`src/rtl/cobs_crc_frame_decoder_assert.svh`:
```
// assertion macros shared by the decoder modules
`ifndef COBS_CRC_FRAME_DECODER_ASSERT_SVH
`define COBS_CRC_FRAME_DECODER_ASSERT_SVH

// same-cycle implication, checked out of reset
`define CCFD_ASSERT_NOW(label, clk, rst_n, cond, prop) \
    label: assert property (@(posedge clk) disable iff (!(rst_n)) (cond) |-> (prop)) \
        else $error("ccfd assertion failed");

// next-cycle implication, checked out of reset
`define CCFD_ASSERT_NEXT(label, clk, rst_n, cond, prop) \
    label: assert property (@(posedge clk) disable iff (!(rst_n)) (cond) |=> (prop)) \
        else $error("ccfd assertion failed");

`endif

```
`src/rtl/ccfd_pkg.sv`:
```
package ccfd_pkg;

    localparam int unsigned HDR_BYTES    = 6;
    localparam int unsigned RAW_OVERHEAD = 8;

    localparam int unsigned POS_VERSION  = 0;
    localparam int unsigned POS_TYPE     = 1;
    localparam int unsigned POS_SEQ_LO   = 2;
    localparam int unsigned POS_SEQ_HI   = 3;
    localparam int unsigned POS_LEN_LO   = 4;
    localparam int unsigned POS_LEN_HI   = 5;
    localparam int unsigned POS_CRC_FEED = 2;

    localparam logic [15:0] CRC_INIT = 16'hFFFF;
    localparam logic [15:0] CRC_POLY = 16'h1021;
    localparam logic [7:0]  CODE_FULL = 8'hFF;
    localparam logic [7:0]  CODE_EMPTY = 8'h01;

    typedef enum logic [2:0] {
        ST_OK     = 3'd0,
        ST_COBS   = 3'd1,
        ST_SHORT  = 3'd2,
        ST_LENGTH = 3'd3,
        ST_CRC    = 3'd4
    } t_status;

    typedef struct packed {
        logic        is_status;
        logic [7:0]  payload_byte;
        logic [7:0]  payload_index;
        t_status     status;
        logic [7:0]  frame_version;
        logic [7:0]  frame_type;
        logic [15:0] frame_sequence;
        logic [15:0] frame_length;
    } t_result;

endpackage

```
`src/rtl/ccfd_dec.sv`:
```
`include "cobs_crc_frame_decoder_assert.svh"

module ccfd_dec #(
    parameter int unsigned MAX_PAYLOAD = 256
) (
    input  logic              i_clk,
    input  logic              i_rst_n,
    input  logic              i_accept,
    input  logic [7:0]        i_byte,
    output logic              o_res_valid,
    output ccfd_pkg::t_result o_res
);

    localparam int unsigned RAW_CAP = MAX_PAYLOAD + ccfd_pkg::RAW_OVERHEAD;
    localparam int unsigned CW      = $clog2(RAW_CAP + 2);

    logic [7:0]        r_group_left, n_group_left;
    logic              r_group_full, n_group_full;
    logic              r_zero_owed, n_zero_owed;
    logic [CW-1:0]     r_raw_count, n_raw_count;
    logic [15:0]       r_crc_acc, n_crc_acc;
    logic [15:0]       r_crc_tail, n_crc_tail;
    logic [7:0]        r_version, n_version;
    logic [7:0]        r_type, n_type;
    logic [15:0]       r_sequence, n_sequence;
    logic [15:0]       r_length, n_length;
    ccfd_pkg::t_status r_first_error, n_first_error;

    logic              raw_en;
    logic [7:0]        raw_b;
    logic [31:0]       raw_pos;
    logic [31:0]       pay_pos;

    function automatic logic [15:0] crc_feed(input logic [15:0] crc, input logic [7:0] b);
        logic [15:0] c;
        c = crc ^ {b, 8'h00};
        for (int k = 0; k < 8; k++) begin
            if (c[15]) begin
                c = {c[14:0], 1'b0} ^ ccfd_pkg::CRC_POLY;
            end else begin
                c = {c[14:0], 1'b0};
            end
        end
        return c;
    endfunction

    assign raw_pos = 32'(r_raw_count);
    assign pay_pos = raw_pos - 32'(ccfd_pkg::HDR_BYTES);

    always_comb begin
        n_group_left  = r_group_left;
        n_group_full  = r_group_full;
        n_zero_owed   = r_zero_owed;
        n_raw_count   = r_raw_count;
        n_crc_acc     = r_crc_acc;
        n_crc_tail    = r_crc_tail;
        n_version     = r_version;
        n_type        = r_type;
        n_sequence    = r_sequence;
        n_length      = r_length;
        n_first_error = r_first_error;
        raw_en        = 1'b0;
        raw_b         = 8'h00;
        o_res_valid   = 1'b0;
        o_res         = '0;

        if (i_accept && i_byte != 8'h00) begin
            if (r_group_left == 8'h00) begin
                raw_en       = r_zero_owed;
                raw_b        = 8'h00;
                n_group_left = i_byte - 8'd1;
                n_group_full = (i_byte == ccfd_pkg::CODE_FULL);
                n_zero_owed  = (i_byte == ccfd_pkg::CODE_EMPTY);
            end else begin
                n_group_left = r_group_left - 8'd1;
                if (r_group_left == 8'd1) begin
                    n_zero_owed = !r_group_full;
                end
                raw_en = 1'b1;
                raw_b  = i_byte;
            end
        end

        if (raw_en) begin
            if (raw_pos >= RAW_CAP) begin
                n_first_error = ccfd_pkg::ST_LENGTH;
                n_raw_count   = CW'(RAW_CAP + 1);
            end else begin
                n_raw_count = r_raw_count + CW'(1);
                if (raw_pos >= ccfd_pkg::POS_CRC_FEED) begin
                    n_crc_acc = crc_feed(r_crc_acc, r_crc_tail[7:0]);
                end
                n_crc_tail = {raw_b, r_crc_tail[15:8]};
                if (raw_pos == ccfd_pkg::POS_VERSION) begin
                    n_version = raw_b;
                end
                if (raw_pos == ccfd_pkg::POS_TYPE) begin
                    n_type = raw_b;
                end
                if (raw_pos == ccfd_pkg::POS_SEQ_LO) begin
                    n_sequence = {r_sequence[15:8], raw_b};
                end
                if (raw_pos == ccfd_pkg::POS_SEQ_HI) begin
                    n_sequence = {raw_b, r_sequence[7:0]};
                end
                if (raw_pos == ccfd_pkg::POS_LEN_LO) begin
                    n_length = {r_length[15:8], raw_b};
                end
                if (raw_pos == ccfd_pkg::POS_LEN_HI) begin
                    n_length = {raw_b, r_length[7:0]};
                end
                if (raw_pos >= ccfd_pkg::HDR_BYTES && pay_pos < 32'(r_length)
                        && pay_pos < MAX_PAYLOAD) begin
                    o_res_valid         = 1'b1;
                    o_res.payload_byte  = raw_b;
                    o_res.payload_index = pay_pos[7:0];
                end
            end
        end

        if (i_accept && i_byte == 8'h00) begin
            o_res_valid          = 1'b1;
            o_res.is_status      = 1'b1;
            o_res.frame_version  = r_version;
            o_res.frame_type     = r_type;
            o_res.frame_sequence = r_sequence;
            o_res.frame_length   = r_length;
            if (r_group_left != 8'h00) begin
                o_res.status = ccfd_pkg::ST_COBS;
            end else if (raw_pos < ccfd_pkg::RAW_OVERHEAD) begin
                o_res.status = ccfd_pkg::ST_SHORT;
            end else if (r_first_error != ccfd_pkg::ST_OK || 32'(r_length) > MAX_PAYLOAD
                    || raw_pos != 32'(r_length) + 32'(ccfd_pkg::RAW_OVERHEAD)) begin
                o_res.status = ccfd_pkg::ST_LENGTH;
            end else if (r_crc_acc != r_crc_tail) begin
                o_res.status = ccfd_pkg::ST_CRC;
            end else begin
                o_res.status = ccfd_pkg::ST_OK;
            end
            n_group_left  = 8'h00;
            n_group_full  = 1'b0;
            n_zero_owed   = 1'b0;
            n_raw_count   = '0;
            n_crc_acc     = ccfd_pkg::CRC_INIT;
            n_crc_tail    = 16'h0000;
            n_version     = 8'h00;
            n_type        = 8'h00;
            n_sequence    = 16'h0000;
            n_length      = 16'h0000;
            n_first_error = ccfd_pkg::ST_OK;
        end
    end

    always_ff @(posedge i_clk) begin
        if (!i_rst_n) begin
            r_group_left  <= 8'h00;
            r_group_full  <= 1'b0;
            r_zero_owed   <= 1'b0;
            r_raw_count   <= '0;
            r_crc_acc     <= ccfd_pkg::CRC_INIT;
            r_crc_tail    <= 16'h0000;
            r_version     <= 8'h00;
            r_type        <= 8'h00;
            r_sequence    <= 16'h0000;
            r_length      <= 16'h0000;
            r_first_error <= ccfd_pkg::ST_OK;
        end else begin
            r_group_left  <= n_group_left;
            r_group_full  <= n_group_full;
            r_zero_owed   <= n_zero_owed;
            r_raw_count   <= n_raw_count;
            r_crc_acc     <= n_crc_acc;
            r_crc_tail    <= n_crc_tail;
            r_version     <= n_version;
            r_type        <= n_type;
            r_sequence    <= n_sequence;
            r_length      <= n_length;
            r_first_error <= n_first_error;
        end
    end

    `CCFD_ASSERT_NOW(a_owed_only_between_groups, i_clk, i_rst_n, r_zero_owed, r_group_left == 8'h00)
    `CCFD_ASSERT_NOW(a_count_saturates, i_clk, i_rst_n, 1'b1, raw_pos <= RAW_CAP + 1)
    `CCFD_ASSERT_NEXT(a_delim_clears, i_clk, i_rst_n, i_accept && i_byte == 8'h00, r_raw_count == '0 && r_crc_acc == ccfd_pkg::CRC_INIT)

endmodule

```
`src/rtl/ccfd_obuf.sv`:
```
`include "cobs_crc_frame_decoder_assert.svh"

module ccfd_obuf (
    input  logic              i_clk,
    input  logic              i_rst_n,
    input  logic              i_valid,
    input  ccfd_pkg::t_result i_res,
    output logic              o_space,
    output logic              o_valid,
    output ccfd_pkg::t_result o_res,
    input  logic              i_ready
);

    logic              r_out_valid;
    logic              r_skid_valid;
    ccfd_pkg::t_result r_out;
    ccfd_pkg::t_result r_skid;
    logic              out_free;

    assign out_free = !r_out_valid || i_ready;
    assign o_space  = !r_skid_valid;
    assign o_valid  = r_out_valid;
    assign o_res    = r_out;

    always_ff @(posedge i_clk) begin
        if (!i_rst_n) begin
            r_out_valid  <= 1'b0;
            r_skid_valid <= 1'b0;
        end else if (out_free) begin
            if (r_skid_valid) begin
                r_out_valid  <= 1'b1;
                r_skid_valid <= 1'b0;
            end else begin
                r_out_valid <= i_valid;
            end
        end else if (i_valid) begin
            r_skid_valid <= 1'b1;
        end
    end

    always_ff @(posedge i_clk) begin
        if (out_free) begin
            r_out <= r_skid_valid ? r_skid : i_res;
        end else if (i_valid) begin
            r_skid <= i_res;
        end
    end

    `CCFD_ASSERT_NOW(a_skid_behind_out, i_clk, i_rst_n, r_skid_valid, r_out_valid)
    `CCFD_ASSERT_NEXT(a_skid_drains, i_clk, i_rst_n, r_skid_valid && i_ready, !r_skid_valid && r_out_valid)

endmodule

```
`src/rtl/cobs_crc_frame_decoder.sv`:
```
// channel  | dir | transaction                 | tdata / tuser
// s_axis   | in  | one stream byte, 0 = delim  | tdata[7:0] byte_in
// m_axis   | out | payload byte or frame status| see port comments
//
// one byte per cycle sustained while s_axis_tready is high, decode and crc update in the accepting cycle
// a result is registered in the output register, or in the skid entry while m_axis stalls, before it shows on m_axis
// output register plus one skid entry; s_axis_tready drops only when the skid is full
// synchronous active-low reset returns the deframer to the start of a frame

module cobs_crc_frame_decoder #(
    parameter int unsigned MAX_PAYLOAD = 256
) (
    input  logic        i_clk,
    input  logic        i_rst_n,
    input  logic        s_axis_tvalid,
    output logic        s_axis_tready,
    input  logic [7:0]  s_axis_tdata,  // byte_in
    output logic        m_axis_tvalid,
    input  logic        m_axis_tready,
    // payload_byte, payload_index, status, frame_version, frame_type,
    // frame_sequence, frame_length, zero pad
    output logic [71:0] m_axis_tdata,
    output logic        m_axis_tuser   // is_status
);

    logic              accept;
    logic              res_valid;
    ccfd_pkg::t_result res;
    ccfd_pkg::t_result out_res;

    assign accept = s_axis_tvalid && s_axis_tready;

    ccfd_dec #(
        .MAX_PAYLOAD(MAX_PAYLOAD)
    ) u_dec (
        .i_clk      (i_clk),
        .i_rst_n    (i_rst_n),
        .i_accept   (accept),
        .i_byte     (s_axis_tdata),
        .o_res_valid(res_valid),
        .o_res      (res)
    );

    ccfd_obuf u_obuf (
        .i_clk  (i_clk),
        .i_rst_n(i_rst_n),
        .i_valid(res_valid),
        .i_res  (res),
        .o_space(s_axis_tready),
        .o_valid(m_axis_tvalid),
        .o_res  (out_res),
        .i_ready(m_axis_tready)
    );

    assign m_axis_tuser = out_res.is_status;
    assign m_axis_tdata = {5'b00000, out_res.frame_length, out_res.frame_sequence,
                           out_res.frame_type, out_res.frame_version, 3'(out_res.status),
                           out_res.payload_index, out_res.payload_byte};

endmodule

```
`config.mk`:
```
export PLATFORM = sky130hd
export DESIGN_NAME = cobs_crc_frame_decoder
export DESIGN_NICKNAME = d
export VERILOG_FILES = /design/src/rtl/ccfd_pkg.sv /design/src/rtl/ccfd_dec.sv /design/src/rtl/ccfd_obuf.sv /design/src/rtl/cobs_crc_frame_decoder.sv
export VERILOG_INCLUDE_DIRS = /design/src /design/src/rtl
export SDC_FILE = /design/constraint.sdc
export NUM_CORES = 1
export LEC_CHECK = 0
export BUFFER_PORTS_ARGS = -buffer_cell sky130_fd_sc_hd__buf_2
export CAP_MARGIN = 20
export CORE_MARGIN = 3
export CORE_UTILIZATION = 35
export CTS_CLUSTER_DIAMETER = 120
export DETAILED_ROUTE_END_ITERATION = 7
export SYNTH_ARGS = -nofsm -noshare
export SYNTH_HDL_FRONTEND = slang
export SYNTH_HIERARCHICAL = 1
export SYNTH_SLANG_ARGS = --single-unit
export TNS_END_PERCENT = 30
```
`constraint.sdc`:
```
create_clock -name i_clk -period 7.9 [get_ports i_clk]
set_clock_uncertainty 0.1 [all_clocks]
set_input_delay 1.58 -clock i_clk [delete_from_list [all_inputs] [get_ports i_clk]]
set_output_delay 1.58 -clock i_clk [all_outputs]
set_load 0.03 [all_outputs]
```
==> metrics, run 1 <==
total cell area at the placement stage 12,100 sq um; critical path arrival 5830 ps; All-Layer GR Usage 0.140; CP Launch Type input pin; number of cells on the worst hold path 2; end of the worst register-to-register path u_obuf/r_skid[50]$_DFFE_PP_; share of post-route cells with drive strength above 1 0.230; buffers plus inverters on the worst setup path 4; number of nets at the end of the flow between 1,000 and 1,500; worst hold-check path type register to register; setup total negative slack 0 ps; final standard cell area without fillers 13,000 sq um; Layout area overhead 14.0%; total wire length after detailed routing 25.1 mm; number of buffers created by CTS 26; # IOs 87; post-detailed-placement half-perimeter wirelength 16.9 mm; maximum count of clock buffers along a single path 3; wire length of the first global-routing pass ~39 mm; Combinational Power Share 0.145; library cell used as clock root buffer sky130_fd_sc_hd__clkbuf_16; detail-routed via count per cell 4.93; count of flip-flops with a built-in enable after synthesis 136; synthesized netlist cell count 950; power consumption 0.00305 W; antenna violations before repair 0; Worst Reg-to-Reg Cells 11; WL/cell 17.1 um; Worst Setup Slack post-DPL 1690 ps; number of clock sinks seen by CTS 238; post-layout util 0.408; number of max-capacitance violations reported 0; delay of the slowest cell on the worst path 950 ps; Inserted Diodes 0; quantity of I/O buffers inserted on ports slightly above 80; CP max-delay cell sky130_fd_sc_hd__or4_1; proportion of synthesized flip-flops having asynchronous set or reset 0; worst skew pair latency 530 ps; via count 7,238; maximum number of pins on one net before global-route repair 59; commonest cells after routing, fill and taps aside sky130_fd_sc_hd__edfxtp_1 (136), sky130_fd_sc_hd__dfxtp_1 (101), sky130_fd_sc_hd__buf_2 (81); warnings from Yosys 6; synthesized area per cell between 10 and 15 sq um; Slew HR 0.357; internal power contribution between 0.002 and 0.0025 W; number of remaining DRC errors 0; violation count after the first detailed-routing iteration 520; delay-heaviest family, CP simple AND/OR/NAND/NOR gates; last weighted congestion value of the routability-driven placer 0.823; quantity of hold-fixing buffers added after cts 0; first-pass iteration count of the detailed router 6; initial cell density of the core 0.358; largest fanout on the critical path 48; Reg-to-Reg Start u_dec/r_raw_count[3]$_SDFFE_PP0P_; post-route worst setup slack 2160 ps; Pleak 4.94 nW; minimum clock period 5740 ps; Sequential Power Share 0.456; Resize count post-CTS 0; switching component of the power 0.000825 W; most common flop cell mapped by yosys sky130_fd_sc_hd__edfxtp_1; number of different library cells in the post-synthesis netlist 64; share of the clock period used by the worst path after layout 0.726; post-route ant nets 0; Max IR drop VDD 0.137 mV; worst hold path endpoint u_dec/r_version[2]$_SDFFE_PP0P_; most frequent CP cell sky130_fd_sc_hd__inv_1; sequential element share of the synthesized area 0.538; number of hold violations in the final report 0; CP Capture Type register; RSZ-0062 raised after global routing no; GRT Residual Overflow 0; standard cell core area roughly 32,000 sq um; result of the run finished, final reports clean; list of cells traversed by the critical path buf_2 > inv_1 > ha_1 > nor3b_1 > a21oi_2 > nand3_4 > or4_1 > o21ai_0 > inv_1 > nor2_4 > buf_12; slack of the worst reg-to-reg path 2350 ps; Fmax achieved approximately 170 MHz; register bit count reported by yosys between 200 and 250; Mapped Area 11,400 sq um; endpoints failing setup 0; clock-pin slew reported for the worst setup and hold paths after clock tree synthesis 60 ps; share of total power consumed by net switching 0.271; number of placement rows 65; required time reported for the critical path endpoint 8000 ps; pwr/cell area between 200 and 250 nW/um^2; via count of the first global-routing pass 6,730; DIE HEIGHT 186 um; count of H-tree levels built during CTS 1; crit path kind input pin to register; Die X 186 um; Total Die Area ~35,000 sq um; instance count on the critical path 11; most common cell after layout, fill and taps aside sky130_fd_sc_hd__edfxtp_1; final number of max-transition violations 0; post-CTS repair timing setup buffer count 0; worst min-delay path startpoint u_dec/r_version[2]$_SDFFE_PP0P_; pin slew with the least headroom to its limit 957 ps; clock tree from TritonCTS built; Clk pwr share 0.399
==> how the worst max path moves through the flow <==
stage                    start                     endpoint  slack [ps]
3_5_place_dp   s_axis_tdata[0]  u_obuf/r_skid[48]$_DFFE_PP_        1690
4_1_cts        s_axis_tdata[0]  u_obuf/r_skid[50]$_DFFE_PP_        2230
6_report       s_axis_tdata[0]  u_obuf/r_skid[50]$_DFFE_PP_        2160
2_1_floorplan    m_axis_tready   u_obuf/r_skid[0]$_DFFE_PP_        1010
3_3_place_gp   s_axis_tdata[0]  u_obuf/r_skid[48]$_DFFE_PP_        1710
5_1_grt        s_axis_tdata[0]  u_obuf/r_skid[50]$_DFFE_PP_        1900
==> layout make-up <==
type                            count  area, sq um
Clock inverter                     10          115
Multi-Input combinational cell    625         4790
Fill cell                        3043        18800
Sequential cell                   238         6130
Clock buffer                       38          747
Timing Repair Buffer               95          551
Inverter                           27          101
Tap cell                          435          544
==> per-stage QoR <==
step	std cells	hold slack [ps]
4_1_cts	1466	357
3_3_place_gp	1417	342
2_1_floorplan	954	331
5_1_grt	1468	372
3_5_place_dp	1418	349
6_report	1468	353
==> per-layer routing <==
| metal | vias to the layer above | track usage | part of all wire |
|---|---|---|---|
| li1 | 3523 | - | - |
| met1 | 3476 | 0.208 | 0.49 |
| met2 | 203 | 0.213 | 0.43 |
| met3 | 36 | 0.0278 | 0.060 |
| met4 | 0 | 0.0298 | 0.017 |
| met5 | - | 0 | 0 |
==> cells in the mapped netlist, drive strengths merged, types with 4 or more instances <==
cell type / instances / share of area
edfxtp: 136 / 0.36
dfxtp: 102 / 0.18
nand2: 80 / 0.026
nor2: 79 / 0.026
mux2: 74 / 0.096
clkbuf: 43 / 0.014
xnor2: 43 / 0.033
mux2i: 39 / 0.034
a21oi: 38 / 0.017
and2: 36 / 0.020
ha: 28 / 0.031
inv: 27 / 0.0089
nand3: 24 / 0.012
o21ai: 23 / 0.011
buf: 21 / 0.021
nor3b: 18 / 0.015
nor4: 17 / 0.015
o211ai: 16 / 0.011
xor2: 15 / 0.012
nand4: 11 / 0.0060
nor3: 10 / 0.0067
and3: 9 / 0.0049
nand2b: 8 / 0.0044
or4: 8 / 0.0056
a211oi: 5 / 0.0033
nand3b: 4 / 0.0026
or3: 4 / 0.0022
==> cells by family (layout without fill, tap and decap cells) <==
| group | Yosys count | after routing | share of synthesized area |
|---|---|---|---|
| AND/OR/NAND/NOR | 317 | 317 | 0.153 |
| buffers and inverters | 91 | 170 | 0.0445 |
| multiplexers | 113 | 113 | 0.130 |
| flip-flops | 238 | 238 | 0.538 |
| other | 1 | 5 | 0.000330 |
| AO/OA/AOI/OAI | 104 | 104 | 0.0582 |
| adder cells (fa/ha/maj) | 28 | 28 | 0.0308 |
| XOR/XNOR | 58 | 58 | 0.0446 |
==> power groups by stage <==
stage | clock (W) | sequential (W) | combinational, W
6_report | 0.00122 | 0.00139 | 0.000441
3_3_place_gp | 0 | 0.00142 | 0.000433
3_5_place_dp | 0 | 0.00142 | 0.000435
5_1_grt | 0.00129 | 0.00140 | 0.000486
4_1_cts | 0.00125 | 0.00139 | 0.000438
2_1_floorplan | 0 | 0.00140 | 0.000332
==> state kept, by name, summed over array words and instances (netlist names), 9 cells and up <==
name               count
u_dec/r_crc_tail      16
u_obuf/o_res          68
u_dec/r_length        16
u_dec/r_sequence      16
u_dec/r_raw_count      9
u_obuf/r_skid         68
u_dec/r_crc_acc       16
==> worst register-to-register path: cells and delay by family (launching register included) <==
family          cells  cell delay [ps]
buf+inv             2              490
simple gates        6             3090
compound gates      2              700
fa+ha+maj           1              390
flops               1              410
(Power assumes the default switching activity.)
==> run 2: changes to the inputs <==
==> constraint.sdc (replaced) <==
create_clock -name i_clk -period 5.7 [get_ports i_clk]
set_clock_uncertainty 0.1 [all_clocks]
set_input_delay 1.14 -clock i_clk [delete_from_list [all_inputs] [get_ports i_clk]]
set_output_delay 1.14 -clock i_clk [all_outputs]
set_load 0.03 [all_outputs]
==> run 2 against run 1 <==
  * Critical path depth is 2 higher
  * Core utilization hardly changed
  * Hold slack improved by 2.7 ps
  * Clock power up 38%
  * Via count shrank 0.90%
  * Flip-flop and latch count unchanged
  * Total power rose by 38%
  * Final cell count is 0.27% higher
  * Sequential share of layout area barely moved
  * Register-to-register slack worse by 1400 ps
  * Highest routed layer unchanged
==> metrics, run 2 (synthesis gave the netlist of run 1 again) <==
result of the run finished, final reports clean; Pleak approximately 4.9 nW; Sequential Power Share 0.459; standard cell core area 31,800 sq um; last weighted congestion value of the routability-driven placer 0.871; antenna violations before repair 0; number of buffers created by CTS 27; post-detailed-placement half-perimeter wirelength approximately 17 mm; internal power contribution 0.00310 W; instance count on the critical path 13; post-route ant nets 0; All-Layer GR Usage 0.139; most common cell after layout, fill and taps aside sky130_fd_sc_hd__edfxtp_1; maximum number of pins on one net before global-route repair 71; number of nets at the end of the flow 1,056; number of placement rows 65; most frequent CP cell sky130_fd_sc_hd__o21ai_0; Combinational Power Share 0.142; post-layout util 0.408; library cell used as clock root buffer sky130_fd_sc_hd__clkbuf_16; minimum clock period between 4000 and 5000 ps; crit path kind register to register; switching component of the power ~0.0011 W; worst skew pair latency 530 ps; Resize count post-CTS 0; final number of max-transition violations 0; largest fanout on the critical path 66; Layout area overhead 14.0%; clock tree from TritonCTS built; via count 7,173; Slew HR 0.361; maximum count of clock buffers along a single path 3; total wire length after detailed routing approximately 24 mm; DIE HEIGHT 186 um; number of hold violations in the final report 0; buffers plus inverters on the worst setup path 3; quantity of hold-fixing buffers added after cts 0; violation count after the first detailed-routing iteration 520; via count of the first global-routing pass 6,910; share of total power consumed by net switching 0.263; RSZ-0062 raised after global routing no; share of the clock period used by the worst path after layout 0.827; Clk pwr share 0.399; first-pass iteration count of the detailed router 5; wire length of the first global-routing pass 39.0 mm; list of cells traversed by the critical path or4_4 > nand2b_1 > nor2_2 > ha_1 > a21oi_1 > o21ai_0 > a2111oi_0 > a211oi_2 > buf_4 > o21ai_0 > inv_1 > nor2_4 > buf_12; required time reported for the critical path endpoint 5790 ps; Worst Reg-to-Reg Cells 13; delay-heaviest family, CP simple AND/OR/NAND/NOR gates; setup total negative slack 0 ps; Total Die Area 34,700 sq um; quantity of I/O buffers inserted on ports ~80; CP Launch Type register; CP max-delay cell sky130_fd_sc_hd__or4_4; initial cell density of the core 0.358; commonest cells after routing, fill and taps aside sky130_fd_sc_hd__edfxtp_1 (136), sky130_fd_sc_hd__dfxtp_1 (101), sky130_fd_sc_hd__buf_2 (81); worst hold-check path type register to register; Inserted Diodes 0; delay of the slowest cell on the worst path slightly above 600 ps; post-CTS repair timing setup buffer count 0; pwr/cell area 324 nW/um^2; detail-routed via count per cell 4.87; share of post-route cells with drive strength above 1 0.232; CP Capture Type register; Die X 186 um; number of cells on the worst hold path 2; Fmax achieved ~210 MHz; number of remaining DRC errors 0; number of max-capacitance violations reported 0; WL/cell 16.6 um; pin slew with the least headroom to its limit 957 ps; number of clock sinks seen by CTS 238; critical path arrival roughly 4800 ps; clock-pin slew reported for the worst setup and hold paths after clock tree synthesis around 60 ps; endpoints failing setup 0; GRT Residual Overflow 0; Max IR drop VDD 0.283 mV; # IOs 87; count of H-tree levels built during CTS 1
==> run 2: worst paths after layout <==
kind,start,end,slack (ps)
setup reg to reg,u_dec/r_raw_count[3]$_SDFFE_PP0P_,u_obuf/r_skid[50]$_DFFE_PP_,980
hold / removal,u_dec/r_version[1]$_SDFFE_PP0P_,u_dec/r_version[1]$_SDFFE_PP0P_,360
setup / recovery,u_dec/r_raw_count[3]$_SDFFE_PP0P_,u_obuf/r_skid[50]$_DFFE_PP_,980
hold reg to reg,u_dec/r_version[1]$_SDFFE_PP0P_,u_dec/r_version[1]$_SDFFE_PP0P_,360
==> run 2: per-layer routing <==
| metal | GRT usage | vias up | part of all wire | wire length (um) |
|---|---|---|---|---|
| met1 | 0.208 | 3434 | 0.48 | 11900 |
| met4 | 0.0289 | 0 | 0.017 | 420 |
| met5 | 0 | - | 0 | 0 |
| met2 | 0.217 | 185 | 0.45 | 10900 |
| li1 | - | 3526 | - | - |
| met3 | 0.0204 | 28 | 0.053 | 1300 |
==> run 2: worst min-delay path, cell delays in order (launching register included) <==
cell and delay [ps]:
sky130_fd_sc_hd__dfxtp_1 300, sky130_fd_sc_hd__nand2_1 50, sky130_fd_sc_hd__o21ai_0 60
==> run 2: per-stage QoR <==
stage          cells  instance area, sq um  setup WS, ps  hold WS (ps)  total power, W
2_1_floorplan    954                 11400           425           331         0.00240
4_1_cts         1472                 13000          1000           359         0.00426
5_1_grt         1472                 13000           666           383         0.00440
6_report        1472                 13000           985           355         0.00420
3_5_place_dp    1422                 12100          1060           351         0.00255
3_3_place_gp    1421                 12100          1180           343         0.00255
==> run 2: power groups by stage <==
| stage | registers, W | clock network [W] | logic, W |
|---|---|---|---|
| floorplan | 0.00194 | 0 | 0.000460 |
| global placement | 0.00196 | 0 | 0.000586 |
| detailed placement | 0.00196 | 0 | 0.000592 |
| CTS | 0.00193 | 0.00174 | 0.000596 |
| global route | 0.00194 | 0.00180 | 0.000660 |
| finish | 0.00193 | 0.00168 | 0.000596 |
==> run 2: area by class of cell <==
cell class	instances	area, sq um
fill	3034	18800
sequential	238	6130
multi-input combinational	625	4790
clock buffer	42	772
tap	435	544
timing repair buffer	97	538
inverter	27	101
clock inverter	8	95.1
==> run 3: changes to the inputs <==
==> constraint.sdc (replaced) <==
create_clock -name i_clk -period 4 [get_ports i_clk]
set_clock_uncertainty 0.1 [all_clocks]
set_input_delay 0.8 -clock i_clk [delete_from_list [all_inputs] [get_ports i_clk]]
set_output_delay 0.8 -clock i_clk [all_outputs]
set_load 0.03 [all_outputs]
==> run 3 against run 2 <==
  * Fmax rose by 26%
  * Hold slack about the same
  * Total power is 41% higher
  * Routed wire length up 2.3%
  * Final cell count grew 0.48%
  * First-iteration DRC count is 24% higher
==> metrics, run 3 (synthesis gave the netlist of run 1 again) <==
slack of the worst reg-to-reg path between 200 and 300 ps; worst hold path endpoint u_dec/r_version[5]$_SDFFE_PP0P_; GRT Residual Overflow 0; share of the clock period used by the worst path after layout 0.933; pin slew with the least headroom to its limit around 1000 ps; clock tree from TritonCTS built; end of the worst register-to-register path u_obuf/r_skid[23]$_DFFE_PP_; total wire length after detailed routing 25.1 mm; post-detailed-placement half-perimeter wirelength 17.4 mm; endpoints failing setup 0; via count of the first global-routing pass slightly above 7,000; Fmax achieved 268 MHz; count of H-tree levels built during CTS 1; result of the run finished, final reports clean; total cell area at the placement stage 12,300 sq um; last weighted congestion value of the routability-driven placer 0.845; final number of max-transition violations 0; filler instances 3,022; number of remaining DRC errors 0; post-route ant nets 0; largest fanout on the critical path 25; initial cell density of the core 0.358; number of buffers created by CTS 26; Reg-to-Reg Start u_dec/r_raw_count[4]$_SDFFE_PP0P_; worst skew pair latency ~530 ps; CP Launch Type register; DIE HEIGHT 186 um; CP Capture Type register; Slew HR 0.341; quantity of I/O buffers inserted on ports 81; critical path arrival 3840 ps; Layout area overhead 15.0%; post-CTS repair timing setup buffer count 0; number of max-capacitance violations reported 0; RSZ-0062 raised after global routing no; Worst Reg-to-Reg Cells 12; WL/cell roughly 17 um; most common cell after layout, fill and taps aside sky130_fd_sc_hd__edfxtp_1; Pleak 4.98 nW; number of clock sinks seen by CTS around 240; detail-routed via count per cell 4.99; Die X around 190 um; Inserted Diodes 0; antenna violations before repair 0; final standard cell area without fillers 13,100 sq um; # IOs 87; pwr/cell area 454 nW/um^2; violation count after the first detailed-routing iteration 646; maximum number of pins on one net before global-route repair 52; number of placement rows 65; first-pass iteration count of the detailed router 5; share of post-route cells with drive strength above 1 0.245; WHS 355 ps; clock-pin slew reported for the worst setup and hold paths after clock tree synthesis 60 ps; standard cell core area about 32,000 sq um; Total Die Area 34,700 sq um; crit path kind register to register; library cell used as clock root buffer sky130_fd_sc_hd__clkbuf_16; All-Layer GR Usage 0.143; number of nets at the end of the flow 1,064; number of cells on the worst hold path 2; minimum clock period approximately 3700 ps; worst hold-check path type register to register; wire length of the first global-routing pass 39.7 mm; number of hold violations in the final report 0; maximum count of clock buffers along a single path 3; Max IR drop VDD 0.272 mV; commonest cells after routing, fill and taps aside sky130_fd_sc_hd__edfxtp_1 (136), sky130_fd_sc_hd__dfxtp_1 (101), sky130_fd_sc_hd__buf_2 (81); via count 7,378; worst min-delay path startpoint u_dec/r_version[5]$_SDFFE_PP0P_; required time reported for the critical path endpoint 4110 ps
[run 3: critical path: stages, from the launching register on]
cell                        delay [ps]
sky130_fd_sc_hd__dfxtp_1           410
sky130_fd_sc_hd__or4_4             620
sky130_fd_sc_hd__nand2b_4          260
sky130_fd_sc_hd__nor2_4            300
sky130_fd_sc_hd__ha_1              320
sky130_fd_sc_hd__nand2_1            90
sky130_fd_sc_hd__o21ai_2            70
sky130_fd_sc_hd__a2111oi_2         380
sky130_fd_sc_hd__a211oi_2          150
sky130_fd_sc_hd__o21ai_2           210
sky130_fd_sc_hd__inv_1             100
sky130_fd_sc_hd__nor2_4            130
sky130_fd_sc_hd__buf_6             280
[run 3: per-layer routing]
layer / track usage / up-vias / routed length [um] / part of all wire
met4: 0.0435 / 0 / 619 / 0.025
met5: 0 / - / 0 / 0
li1: - / 3540 / - / -
met3: 0.0245 / 50 / 1360 / 0.054
met2: 0.221 / 198 / 11100 / 0.44
met1: 0.205 / 3590 / 12000 / 0.48
[run 3: report_power, final]
group / leakage [nW] / switching (W) / internal, W
Sequential: 2.32 / 0.0000922 / 0.00265
Clock: 0.397 / 0.000955 / 0.00136
Combinational: 2.27 / 0.000556 / 0.000333
[run 3: worst max-delay path by stage]
| stage | start | endpoint | slack (ps) | cells after the start |
|---|---|---|---|---|
| after CTS | u_dec/r_raw_count[4]$_SDFFE_PP0P_ | u_obuf/r_skid[23]$_DFFE_PP_ | 190 | 12 |
| after global routing | u_dec/r_raw_count[4]$_SDFFE_PP0P_ | u_obuf/r_skid[23]$_DFFE_PP_ | 90 | 12 |
| final | u_dec/r_raw_count[4]$_SDFFE_PP0P_ | u_obuf/r_skid[23]$_DFFE_PP_ | 270 | 12 |
| after floorplan | u_dec/r_raw_count[4]$_SDFFE_PP0P_ | u_obuf/r_skid[0]$_DFFE_PP_ | -2200 | 13 |
| after global placement | u_dec/r_raw_count[4]$_SDFFE_PP0P_ | u_obuf/r_skid[22]$_DFFE_PP_ | 310 | 12 |
| after detailed placement | u_dec/r_raw_count[4]$_SDFFE_PP0P_ | u_obuf/r_skid[20]$_DFFE_PP_ | 210 | 12 |
[run 3: area by class of cell]
class                   instances  area [sq um]  area share
multi-input cells             625          4840       0.370
well taps                     435           544      0.0416
clock inverters                10           123     0.00938
flip-flops and latches        238          6130       0.469
repair buffers                106           634      0.0485
clock buffers                  38           702      0.0537
inverters                      27           101     0.00775
[run 3: repair_timing]
item                       CTS  global route
hold buffers                 0             0
setup endpoints to repair    0            19
gates resized for setup      0             1
[run 3: metrics by stage]
step,setup TNS (ps),std cells,power [W],utilization,setup WS (ps)
6_report,0,1479,0.00594,0.411,267
5_1_grt,0,1479,0.00622,0.411,86.3
4_1_cts,0,1479,0.00602,0.411,190
3_5_place_dp,0,1431,0.00367,0.385,211
3_3_place_gp,0,1431,0.00367,0.385,314
2_1_floorplan,-149800,954,0.00343,-,-2200
